===== src/rtl/adri_pkg.sv =====
// Package for the accelerometer dead-reckoning integrator: widths, reset values,
// microcode field types and the microprogram ROM. Depends on nothing.
`timescale 1ns / 1ps
`default_nettype none

package adri_pkg;

    localparam int FRAC_BITS  = 16;
    localparam int CFG_IDX_W  = 3;
    localparam int CFG_DATA_W = 21;
    localparam int A_W        = 33;
    localparam int B_W        = 26;
    localparam int PROD_W     = A_W + B_W;
    localparam int ACC_W      = 60;
    localparam int UPC_W      = 5;
    localparam int REC_SHIFT  = 34;

    localparam logic signed [15:0] OFFSET_RST   = 16'sd0;
    localparam logic [15:0]        ALPHA_RST    = 16'd6554;
    localparam logic [20:0]        DEADBAND_RST = 21'd4588;
    localparam logic [7:0]         WARMUP_RST   = 8'd10;
    localparam logic [15:0]        PERIOD_RST   = 16'd655;

    // Scaling by 98 * 2^16 / 10000 is |d| * 642 + floor((|d| * 158 + 312) / 625),
    // and the division by 625 is a multiply by ceil(2^34 / 625).
    localparam logic [B_W-1:0] K_158   = B_W'(158);
    localparam logic [B_W-1:0] K_642   = B_W'(642);
    localparam logic [B_W-1:0] K_REC   = B_W'(27487791);
    localparam logic [B_W-1:0] K_1000  = B_W'(1000);
    localparam logic [ACC_W-1:0] RND_312_VAL = ACC_W'(312);
    localparam logic [ACC_W-1:0] HALF16_VAL  = ACC_W'(1) << (FRAC_BITS - 1);
    localparam logic [ACC_W-1:0] HALF17_VAL  = ACC_W'(1) << FRAC_BITS;

    typedef logic [UPC_W-1:0] upc_t;

    localparam upc_t STEP_IDLE = upc_t'(0);
    localparam upc_t STEP_OUT  = upc_t'(18);
    localparam upc_t LAST_STEP = STEP_OUT;

    typedef enum logic [2:0] {
        REG_ACCEL_OFFSET  = 3'd0,
        REG_FILTER_ALPHA  = 3'd1,
        REG_DEADBAND      = 3'd2,
        REG_WARMUP_TICKS  = 3'd3,
        REG_SAMPLE_PERIOD = 3'd4
    } cfg_reg_t;

    typedef enum logic [2:0] {
        A_ABSD, A_ACC, A_FILT, A_ACCEL, A_SUMA, A_SUMV, A_LOC
    } a_sel_t;

    typedef enum logic [2:0] {
        B_K158, B_K642, B_KREC, B_ALPHAC, B_ALPHA, B_PERIOD, B_K1000
    } b_sel_t;

    typedef enum logic [1:0] {
        ACC_HOLD, ACC_LOAD, ACC_ADD, ACC_ADDQ
    } acc_op_t;

    typedef enum logic [1:0] {
        RND_ZERO, RND_312, RND_HALF16, RND_HALF17
    } rnd_sel_t;

    typedef enum logic [2:0] {
        WB_NONE, WB_ACCEL, WB_FILT, WB_VEL, WB_LOC, WB_POS, WB_OUT
    } wb_sel_t;

    typedef enum logic [2:0] {
        BR_NEXT, BR_WAIT_IN, BR_WARM, BR_WAIT_OUT, BR_JUMP
    } br_sel_t;

    typedef struct packed {
        a_sel_t   a_sel;
        b_sel_t   b_sel;
        acc_op_t  acc_op;
        rnd_sel_t rnd;
        wb_sel_t  wb;
        br_sel_t  br;
        upc_t     target;
    } uword_t;

    function automatic uword_t ucode(input upc_t pc);
        uword_t w;
        w = '{a_sel: A_ABSD, b_sel: B_K158, acc_op: ACC_HOLD, rnd: RND_ZERO,
              wb: WB_NONE, br: BR_NEXT, target: STEP_IDLE};
        case (pc)
            upc_t'(0):  w.br = BR_WAIT_IN;
            upc_t'(1):  begin w.a_sel = A_ABSD; w.b_sel = B_K158; end
            upc_t'(2):  begin w.a_sel = A_ABSD; w.b_sel = B_K642;
                              w.acc_op = ACC_LOAD; w.rnd = RND_312; end
            upc_t'(3):  begin w.a_sel = A_ACC; w.b_sel = B_KREC; w.acc_op = ACC_LOAD; end
            upc_t'(4):  w.acc_op = ACC_ADDQ;
            upc_t'(5):  begin w.a_sel = A_FILT; w.b_sel = B_ALPHAC; w.wb = WB_ACCEL; end
            upc_t'(6):  begin w.a_sel = A_ACCEL; w.b_sel = B_ALPHA;
                              w.acc_op = ACC_LOAD; w.rnd = RND_HALF16; end
            upc_t'(7):  w.acc_op = ACC_ADD;
            upc_t'(8):  begin w.wb = WB_FILT; w.br = BR_WARM; w.target = STEP_OUT; end
            upc_t'(9):  begin w.a_sel = A_SUMA; w.b_sel = B_PERIOD; end
            upc_t'(10): begin w.acc_op = ACC_LOAD; w.rnd = RND_HALF17; end
            upc_t'(11): w.wb = WB_VEL;
            upc_t'(12): begin w.a_sel = A_SUMV; w.b_sel = B_PERIOD; end
            upc_t'(13): begin w.acc_op = ACC_LOAD; w.rnd = RND_HALF17; end
            upc_t'(14): w.wb = WB_LOC;
            upc_t'(15): begin w.a_sel = A_LOC; w.b_sel = B_K1000; end
            upc_t'(16): begin w.acc_op = ACC_LOAD; w.rnd = RND_HALF16; end
            upc_t'(17): w.wb = WB_POS;
            upc_t'(18): begin w.wb = WB_OUT; w.br = BR_WAIT_OUT; w.target = STEP_IDLE; end
            default:    begin w.br = BR_JUMP; w.target = STEP_IDLE; end
        endcase
        return w;
    endfunction

    function automatic logic signed [31:0] sat32(input logic signed [ACC_W-1:0] v);
        logic signed [31:0] r;
        if (v > ACC_W'(64'sh7FFF_FFFF)) begin
            r = 32'sh7FFF_FFFF;
        end
        else if (v < -ACC_W'(64'sh8000_0000)) begin
            r = 32'sh8000_0000;
        end
        else begin
            r = v[31:0];
        end
        return r;
    endfunction

endpackage

`default_nettype wire


===== src/rtl/accel_dead_reckoning_integrator_unit.sv =====
// Top level of the accelerometer dead-reckoning integrator: a microcoded sequencer
// driving one shared multiplier and accumulator. Depends on adri_pkg.
//
//   Channel  Direction  Handshake               Payload
//   in       input      in_valid / in_ready     accel_raw
//   out      output     out_valid / out_ready   position_mm, speed, accel_used, warming
//   cfg      input      cfg_valid / cfg_ready   cfg_index, cfg_data
//
// A word runs through the microprogram into the output register, going from the
// filter step straight to the output step during warm-up. A new word is taken once
// the sequencer is back at its idle step. The output register holds a result until
// it is taken, and the sequencer waits at its last step only while one is still held.
// Reset clears the sequencer, integrator and valid state and loads config defaults.
`timescale 1ns / 1ps
`default_nettype none

module accel_dead_reckoning_integrator_unit
    import adri_pkg::*;
(
    input  wire logic                         clk,
    input  wire logic                         rst_n,
    input  wire logic                         in_valid,
    output logic                              in_ready,
    input  wire logic signed [15:0]           accel_raw,
    output logic                              out_valid,
    input  wire logic                         out_ready,
    output logic signed [31:0]                position_mm,
    output logic signed [31:0]                speed,
    output logic signed [31:0]                accel_used,
    output logic                              warming,
    input  wire logic                         cfg_valid,
    output logic                              cfg_ready,
    input  wire logic [CFG_IDX_W-1:0]         cfg_index,
    input  wire logic [CFG_DATA_W-1:0]        cfg_data
);

    logic signed [15:0]       offset_reg;
    logic [15:0]              alpha_reg;
    logic [20:0]              deadband_reg;
    logic [7:0]               warmup_reg;
    logic [15:0]              period_reg;

    upc_t                     upc_reg, upc_next;
    uword_t                   uw;

    logic [16:0]              absd_reg;
    logic                     dneg_reg;
    logic signed [PROD_W-1:0] prod_reg;
    logic signed [ACC_W-1:0]  acc_reg, acc_next;
    logic signed [31:0]       accel_reg, filt_reg, used_reg, vnow_reg, vprev_reg;
    logic signed [31:0]       aprev_reg, loc_reg, held_reg;
    logic [7:0]               warm_count_reg;
    logic                     warming_reg;

    logic signed [31:0]       pos_out_reg, speed_out_reg, used_out_reg;
    logic                     warm_out_reg, out_valid_reg;

    logic                     in_fire, out_free, warm_now, dead_zone;
    logic signed [16:0]       diff;
    logic signed [A_W-1:0]    mul_a;
    logic signed [B_W-1:0]    mul_b;
    logic signed [ACC_W-1:0]  rnd_val;
    logic signed [31:0]       filt_new;
    logic [31:0]              filt_mag;

    assign uw        = ucode(upc_reg);
    assign in_ready  = (upc_reg == STEP_IDLE);
    assign in_fire   = in_valid && in_ready;
    assign out_free  = !out_valid_reg || out_ready;
    assign warm_now  = warm_count_reg < warmup_reg;
    assign cfg_ready = 1'b1;

    assign diff = {accel_raw[15], accel_raw} - {offset_reg[15], offset_reg};

    assign filt_new  = sat32(acc_reg >>> FRAC_BITS);
    assign filt_mag  = filt_new[31] ? 32'(-filt_new) : 32'(filt_new);
    assign dead_zone = filt_mag <= {11'd0, deadband_reg};

    // Sequencer next step.
    always_comb
    begin
        upc_next = upc_reg + upc_t'(1);
        case (uw.br)
            BR_NEXT:     upc_next = upc_reg + upc_t'(1);
            BR_WAIT_IN:  upc_next = in_fire ? upc_reg + upc_t'(1) : upc_reg;
            BR_WARM:     upc_next = warm_now ? uw.target : upc_reg + upc_t'(1);
            BR_WAIT_OUT: upc_next = out_free ? uw.target : upc_reg;
            BR_JUMP:     upc_next = uw.target;
            default:     upc_next = STEP_IDLE;
        endcase
    end

    // Multiplier operands.
    always_comb
    begin
        case (uw.a_sel)
            A_ABSD:  mul_a = A_W'({1'b0, absd_reg});
            A_ACC:   mul_a = acc_reg[A_W-1:0];
            A_FILT:  mul_a = A_W'(filt_reg);
            A_ACCEL: mul_a = A_W'(accel_reg);
            A_SUMA:  mul_a = A_W'(used_reg) + A_W'(aprev_reg);
            A_SUMV:  mul_a = A_W'(vnow_reg) + A_W'(vprev_reg);
            A_LOC:   mul_a = A_W'(loc_reg);
            default: mul_a = '0;
        endcase
        case (uw.b_sel)
            B_K158:   mul_b = K_158;
            B_K642:   mul_b = K_642;
            B_KREC:   mul_b = K_REC;
            B_ALPHAC: mul_b = B_W'(17'h10000 - {1'b0, alpha_reg});
            B_ALPHA:  mul_b = B_W'(alpha_reg);
            B_PERIOD: mul_b = B_W'(period_reg);
            B_K1000:  mul_b = K_1000;
            default:  mul_b = '0;
        endcase
    end

    // Accumulator.
    always_comb
    begin
        case (uw.rnd)
            RND_ZERO:   rnd_val = '0;
            RND_312:    rnd_val = RND_312_VAL;
            RND_HALF16: rnd_val = HALF16_VAL;
            RND_HALF17: rnd_val = HALF17_VAL;
            default:    rnd_val = '0;
        endcase
        case (uw.acc_op)
            ACC_HOLD: acc_next = acc_reg;
            ACC_LOAD: acc_next = ACC_W'(prod_reg) + rnd_val;
            ACC_ADD:  acc_next = acc_reg + ACC_W'(prod_reg);
            ACC_ADDQ: acc_next = acc_reg + ACC_W'(prod_reg >>> REC_SHIFT);
            default:  acc_next = acc_reg;
        endcase
    end

    always_ff @(posedge clk)
    begin
        prod_reg <= PROD_W'(mul_a) * PROD_W'(mul_b);
        acc_reg  <= acc_next;
        if (in_fire)
        begin
            absd_reg <= diff[16] ? 17'(-diff) : 17'(diff);
            dneg_reg <= diff[16];
        end
        if (uw.wb == WB_ACCEL)
        begin
            accel_reg <= dneg_reg ? -acc_reg[31:0] : acc_reg[31:0];
        end
        if (uw.wb == WB_OUT && out_free)
        begin
            pos_out_reg   <= held_reg;
            speed_out_reg <= vnow_reg;
            used_out_reg  <= used_reg;
            warm_out_reg  <= warming_reg;
        end
    end

    always_ff @(posedge clk or negedge rst_n)
    begin
        if (!rst_n)
        begin
            upc_reg        <= STEP_IDLE;
            offset_reg     <= OFFSET_RST;
            alpha_reg      <= ALPHA_RST;
            deadband_reg   <= DEADBAND_RST;
            warmup_reg     <= WARMUP_RST;
            period_reg     <= PERIOD_RST;
            filt_reg       <= '0;
            used_reg       <= '0;
            vnow_reg       <= '0;
            vprev_reg      <= '0;
            aprev_reg      <= '0;
            loc_reg        <= '0;
            held_reg       <= '0;
            warm_count_reg <= '0;
            warming_reg    <= 1'b0;
            out_valid_reg  <= 1'b0;
        end
        else
        begin
            upc_reg <= upc_next;
            if (cfg_valid && cfg_ready)
            begin
                case (cfg_index)
                    REG_ACCEL_OFFSET:  offset_reg   <= cfg_data[15:0];
                    REG_FILTER_ALPHA:  alpha_reg    <= cfg_data[15:0];
                    REG_DEADBAND:      deadband_reg <= cfg_data[20:0];
                    REG_WARMUP_TICKS:  warmup_reg   <= cfg_data[7:0];
                    REG_SAMPLE_PERIOD: period_reg   <= cfg_data[15:0];
                    default:           ;
                endcase
            end
            case (uw.wb)
                WB_FILT:
                begin
                    filt_reg    <= filt_new;
                    used_reg    <= dead_zone ? 32'sd0 : filt_new;
                    warming_reg <= warm_now;
                    if (dead_zone)
                    begin
                        vnow_reg <= '0;
                    end
                    if (warm_now)
                    begin
                        warm_count_reg <= warm_count_reg + 8'd1;
                    end
                end
                WB_VEL:
                begin
                    vnow_reg <= sat32(ACC_W'(vnow_reg) + (acc_reg >>> (FRAC_BITS + 1)));
                end
                WB_LOC:
                begin
                    loc_reg <= sat32(ACC_W'(loc_reg) + (acc_reg >>> (FRAC_BITS + 1)));
                end
                WB_POS:
                begin
                    held_reg  <= sat32(acc_reg >>> FRAC_BITS);
                    aprev_reg <= used_reg;
                    vprev_reg <= vnow_reg;
                end
                default:
                begin
                end
            endcase
            if (uw.wb == WB_OUT && out_free)
            begin
                out_valid_reg <= 1'b1;
            end
            else if (out_ready)
            begin
                out_valid_reg <= 1'b0;
            end
        end
    end

    assign out_valid   = out_valid_reg;
    assign position_mm = pos_out_reg;
    assign speed       = speed_out_reg;
    assign accel_used  = used_out_reg;
    assign warming     = warm_out_reg;

    // A word accepted at the idle step leaves the sequencer busy on the next cycle.
    assert property (@(posedge clk) disable iff (!rst_n) in_fire |=> !in_ready)
        else $error("sequencer did not leave the idle step after an input word");

    // A new result appears only as the sequencer returns to its idle step.
    assert property (@(posedge clk) disable iff (!rst_n) $rose(out_valid) |-> in_ready)
        else $error("result loaded outside the output step");

    // Position is only updated for a word that is past warm-up.
    assert property (@(posedge clk) disable iff (!rst_n) (uw.wb == WB_POS) |-> !warming_reg)
        else $error("position written during warm-up");

    // The step counter stays within the microprogram.
    assert property (@(posedge clk) disable iff (!rst_n) upc_reg <= LAST_STEP)
        else $error("step counter outside the microprogram");

endmodule

`default_nettype wire

===== config.mk =====
export PLATFORM = sky130hd
export DESIGN_NAME = accel_dead_reckoning_integrator_unit
export DESIGN_NICKNAME = d
export VERILOG_FILES = /design/src/rtl/adri_pkg.sv /design/src/rtl/accel_dead_reckoning_integrator_unit.sv
export SDC_FILE = /design/constraint.sdc
export NUM_CORES = 2
export LEC_CHECK = 0
export BUFFER_PORTS_ARGS = -buffer_cell sky130_fd_sc_hd__buf_2
export CAP_MARGIN = 20
export CORE_ASPECT_RATIO = 0.9
export CORE_UTILIZATION = 30
export DETAILED_ROUTE_END_ITERATION = 10
export GPL_ROUTABILITY_DRIVEN = 1
export HOLD_SLACK_MARGIN = 0.12
export PLACE_DENSITY = 0.42
export SLEW_MARGIN = 0
export SYNTH_ARGS = -nofsm -noshare
export SYNTH_HDL_FRONTEND = slang
export SYNTH_SLANG_ARGS = --single-unit

===== constraint.sdc =====
create_clock -name clk -period 13.3 [get_ports clk]
set_input_delay 2.66 -clock clk [delete_from_list [all_inputs] [get_ports clk]]
set_output_delay 2.66 -clock clk [all_outputs]
set_load 0.02 [all_outputs]

* After elaboration in Yosys (flattened, before gate mapping)
Index checks and enable logic that the tools add are counted.
** Word-level totals
- Register bits after elaboration :: 582
- Output and inout port bits :: 100
- Word-level logic and storage cells :: 155
- Bits of input ports :: 45
** Cells by class
- Multiplexer cells :: 28
- Equality and inequality tests :: 53
- Reduce and logical (&&, ||, !) cells :: 25
- Add/sub/neg operators :: 14
- Multipliers :: 1
- Order comparisons :: 8
** Operators by type and width (count)
- 2-to-1 mux 32 bit :: 10
- case mux 60 bit (4 select lines) :: 1
- case mux 33 bit (7 select lines) :: 1
- case mux 26 bit (7 select lines) :: 1
- case mux 60 bit (3 select lines) :: 1
- greater-than comparator 44 x 32 -> 1 bit, second input constant :: 3
- < comparator 44 x 32 -> 1 bit, second input constant :: 3
- adder 32 x 43 -> 44 bit :: 2
- adder 32 x 32 -> 33 bit :: 2
- negation 32 bit :: 2
- case mux 32 bit (2 select lines) :: 1
- adder 59 x 60 -> 60 bit :: 1
- adder 60 x 25 -> 60 bit :: 1
- adder 60 x 59 -> 60 bit :: 1
- multiplier 33 x 26 -> 59 bit :: 1
- case mux 6 bit (7 select lines) :: 1
- == test 5 x 4 -> 1 bit, second input constant :: 8
- == test 3 bit, second input constant :: 11
- <= comparator 32 x 21 -> 1 bit :: 1
- == test 3 x 2 -> 1 bit, second input constant :: 10
- case mux 5 bit (5 select lines) :: 1
- == test 5 x 3 -> 1 bit, second input constant :: 4
- 2-to-1 mux 5 bit :: 4
- case mux 3 bit (6 select lines) :: 1
- 28 further kinds :: 57

* Longest topological paths before layout
- Word-level depth :: 8
- Depth in mapped cells :: 43
- Depth with buffers taken out :: 40

* Worst setup path after synthesis
OpenSTA, ideal clock, no wires.
- Kind :: register to register
- Start :: reg upc_reg[2]
- End :: reg prod_reg[57]
- Library setup time :: 72 ps
- Arrival :: 9910 ps
- Path buffers :: 8
- Required time :: 13228 ps
- Setup slack :: 3318 ps
- Cell stages (with the launch flop) :: 40
- Period minus slack after synthesis :: 9982 ps
- Path through :: dfrtp_1 clkbuf_1 clkbuf_1 buf_1 and3_1 ha_1 o21ba_2 clkbuf_1 clkbuf_1 clkbuf_1 nand2_1 a21oi_1 a221oi_1 nor2_1 a221oi_1 clkbuf_1 clkbuf_1 nor2_1 (+4 left out) fa_1 inv_1 fa_1 fa_1 inv_1 fa_1 inv_1 ha_1 nand4_1 or3_1 a311o_1 and2_1 o21ai_0 a2111oi_0 nor3_1 a21oi_1 a31oi_1 xor2_1
** Between the ends
- Word-level cells in the longest chain between the ends :: 5
- Elaborated cells on any way between the ends :: 25
- Those cells by class :: mul: 1; eq/ne: 19; mux: 3; reduce/logical: 2
** RTL lines
- from (decl) :: line accel_dead_reckoning_integrator_unit.sv:43 : upc_t upc_reg, upc_next;
- from (signal assigned) :: line accel_dead_reckoning_integrator_unit.sv:182 : upc_reg <= upc_next;
- == test 5 x 4 -> 1 bit (tied with other cells) :: line adri_pkg.sv:86 : case (pc)
- case mux 6 bit (7 select lines) * :: line adri_pkg.sv:86
- == test 3 bit (tied with other cells) :: line accel_dead_reckoning_integrator_unit.sv:96 : case (uw.a_sel)
- case mux 33 bit (7 select lines) / case mux 26 bit (7 select lines) (equally long branches) :: line accel_dead_reckoning_integrator_unit.sv:96, accel_dead_reckoning_integrator_unit.sv:106
- multiplier 33 x 26 -> 59 bit * :: line accel_dead_reckoning_integrator_unit.sv:139 : prod_reg <= PROD_W'(mul_a) * PROD_W'(mul_b);
- to (signal assigned) :: line accel_dead_reckoning_integrator_unit.sv:139
- to (decl) :: line accel_dead_reckoning_integrator_unit.sv:48 : logic signed [PROD_W-1:0] prod_reg;
Mark *: on every way between the ends. The rest lies on a longest branch, timed or not.
A chain may end at the register's enable or synchronous reset.

* Worst setup path after layout
Same ends and word-level chain as after synthesis.

==> key figures <==
Placed design
  – Hpwl dp: 201 mm
  – Setup slack at placement: 1.63 ns
  – Placed cells: 10154
  – Routability cong.: 0.940
  – IO Port Bufs: 143

STA
  – Crit path time final: 11.75 ns
  – Slew HR: 22.6%
  – Worst-margin pin slew: 1.15 ns
  – Peak Freq: 85.1 MHz
  – Fin. max-slew vios: 0
  – Layout Skew: 0.0404 ns
  – PnR worst setup slack: 1.55 ns
  – Fin crit share: 88.3%
  – Setup TNS: 0 ns
  – Fin. Hold Viols: 0
  – RSZ-0062 raised after global routing: false
  – Final setup fails: 0

Yosys
  – Syn Nets: 8482
  – Cells after Synth: 7302
  – Warnings, synthesis: 0
  – Synth Flop Type: dfrtp_1
  – Post-Syn Area: 0.0646 sq mm
  – Avg Cell Area, Syn: 8.85 sq um
  – Seq cells post-synth: 582
  – Post-synth cell types: 93
  – EDFF count, synth: 207
  – Seq/Total Area, Yosys: 23.7%
  – Synth async-reset ratio: 54.3%

CTS
  – Clock transition at the registers of the reported paths: 0.06 ns
  – Hold-fix buffers, CTS: 0
  – CTS Sinks: 582
  – CTS buffer count: 69
  – Post-CTS sizing: 0
  – CTS tree: built
  – H-tree level count: 3
  – Clk Latency, worst-skew pair: 0.69 ns
  – Setup Fix Bufs, Post-CTS: 0
  – Clk root buf: clkbuf_16
  – Clock Path Buffers: 3

Worst setup path
  – Critical path class: reg2reg
  – Critical path startpoint category: flip-flop
  – Crit-path slowest cell: dfrtp_1
  – CP peak stage delay: 0.97 ns
  – Top cell family by delay on the critical path: adder cells
  – Crit. End Element: flip-flop
  – Crit-path max FO: 31
  – CP required: 13.86 ns
  – Most used cell, CP: fa_1
  – Crit path buf inv count: 8
  – Worst EP arrival: 12.31 ns

Finish
  – Area delta synth->final: 11.0%
  – Post-layout util: 33.5%
  – Reg area: 0.0153 sq mm
  – Non-filler instance count after layout: 10283
  – Leading cell types in the layout, fill and taps excluded: inv_1 (1064), nor2_1 (742), fa_1 (654)
  – Fillers: 22571
  – Max FFs per register: 60
  – Nets: 8553
  – Fraction of final layout cells with drive strength greater than 1: 9.46%
  – Area occupied by multi-input gates: 0.0446 sq mm
  – Most common cell after layout, fill and taps aside: inv_1

Global routing
  – Number of global-route vias before repair: 53932
  – Remaining Overflow, GRT: 0
  – Total GRT Usage: 22.6%
  – Largest net degree at the start of global routing: 77
  – Initial antenna violation count: 20
  – Global-route wire length before repair: 367 mm

Routing
  – Top sig layer: met5
  – Post-DRT Antenna Nets: 0
  – DRC: 44
  – WL met2: 105 mm
  – Routed vias: 53469
  – WL met1: 123 mm
  – Mean routed wirelength per cell: 24.1 microns
  – Iteration-0 DRC Markers: 5126
  – Drt pass-1 iters: 9
  – Metal3 WL: 14.5 mm
  – Vias per Instance: 5.20
  – Final WL: 247 mm

Status
  – Outcome: complete, but fails checks
  – Failing checks: design-rule violations

Hold path
  – Hold WC Path Type: reg2reg

Floorplan
  – Rows: 161
  – Die Ht: 442 microns
  – Die area: 0.217 sq mm
  – Ports: 145
  – Starting Density: 30.2%
  – Core ar.: 0.214 sq mm
  – Chip Width: 491 microns

Run
  – Maxcap violations: 0
[stage by stage]
stage | instance area (sq um) | hold slack (ns)
2_1_floorplan | 64600 | 0.425
3_3_place_gp | 69400 | 0.436
3_5_place_dp | 69400 | 0.436
4_1_cts | 71700 | 0.451
5_1_grt | 71700 | 0.463
6_report | 71700 | 0.450
[routing by layer]
| metal | vias to the layer above | global-route usage, % |
|---|---|---|
| met5 | - | 0.220 |
| li1 | 24596 | - |
| met1 | 27026 | 34.3 |
| met4 | 2 | 4.78 |
| met3 | 221 | 3.02 |
| met2 | 1624 | 33.7 |
[area by class of cell]
class	count	share of cell area, %
clock inverters	39	0.589
well taps	2852	4.97
diodes	1	0.00349
inverters	1065	5.57
repair buffers	299	2.66
flip-flops and latches	582	21.4
clock buffers	89	2.64
multi-input cells	5356	62.2
[synth_stat cells, types with 19 or more instances]
cell type	instances	area share, %
dfrtp_1	294	11
clkbuf_1	269	1.6
o21a_1	54	0.63
a22oi_1	19	0.22
nand2b_1	94	0.91
ha_1	481	9.3
fa_1	654	20
a22o_1	37	0.50
nand4_1	56	0.54
o21ai_0	368	2.8
o21bai_1	43	0.50
xor2_1	141	1.9
a21o_1	238	2.8
and3_1	50	0.48
o31ai_1	32	0.37
dfstp_2	22	0.89
nor2b_1	30	0.29
a31oi_1	46	0.45
dfxtp_1	59	1.8
nand3_1	95	0.74
a221oi_1	19	0.26
or3_1	36	0.35
and2_1	32	0.31
nor4_1	32	0.31
inv_1	1065	6.2
or2_2	46	0.45
o211ai_1	30	0.35
nor3_1	90	0.70
nor2_1	748	4.3
a221o_1	40	0.62
edfxtp_1	207	9.6
buf_1	24	0.14
a211oi_1	44	0.51
a21oi_1	456	3.5
mux2i_1	29	0.45
nand2_1	649	3.8
mux2_2	127	2.2
xnor2_1	279	3.8
[cells by family (layout without fill, tap and decap cells)]
logic type / count (synthesis) / in the layout / synth area share, %
AND/OR/NAND/NOR: 2028 / 2028 / 14.1
AO/OA/AOI/OAI: 1610 / 1610 / 16.1
buffers and inverters: 1364 / 1492 / 7.97
adder cells (fa/ha/maj): 1135 / 1135 / 29.6
flip-flops: 582 / 582 / 23.7
XOR/XNOR: 420 / 420 / 5.69
multiplexers: 162 / 162 / 2.87
other: 1 / 2 / 0.00580
[worst paths after layout]
kind                                   from        endpoint  slack, ns  cells after the start
worst min register to register  held_reg[2]  position_mm[2]       0.45                      0
max in group asynchronous             rst_n    vnow_reg[19]       9.09                      3
worst min-delay path            held_reg[2]  position_mm[2]       0.45                      0
worst max register to register   upc_reg[2]    prod_reg[57]       1.55                     35
worst max-delay path             upc_reg[2]    prod_reg[57]       1.55                     35
min in group asynchronous             rst_n   offset_reg[7]       1.92                      1
Power is not shown: default switching activity piles up to over one toggle a cycle in this logic, so the estimate is an artifact.
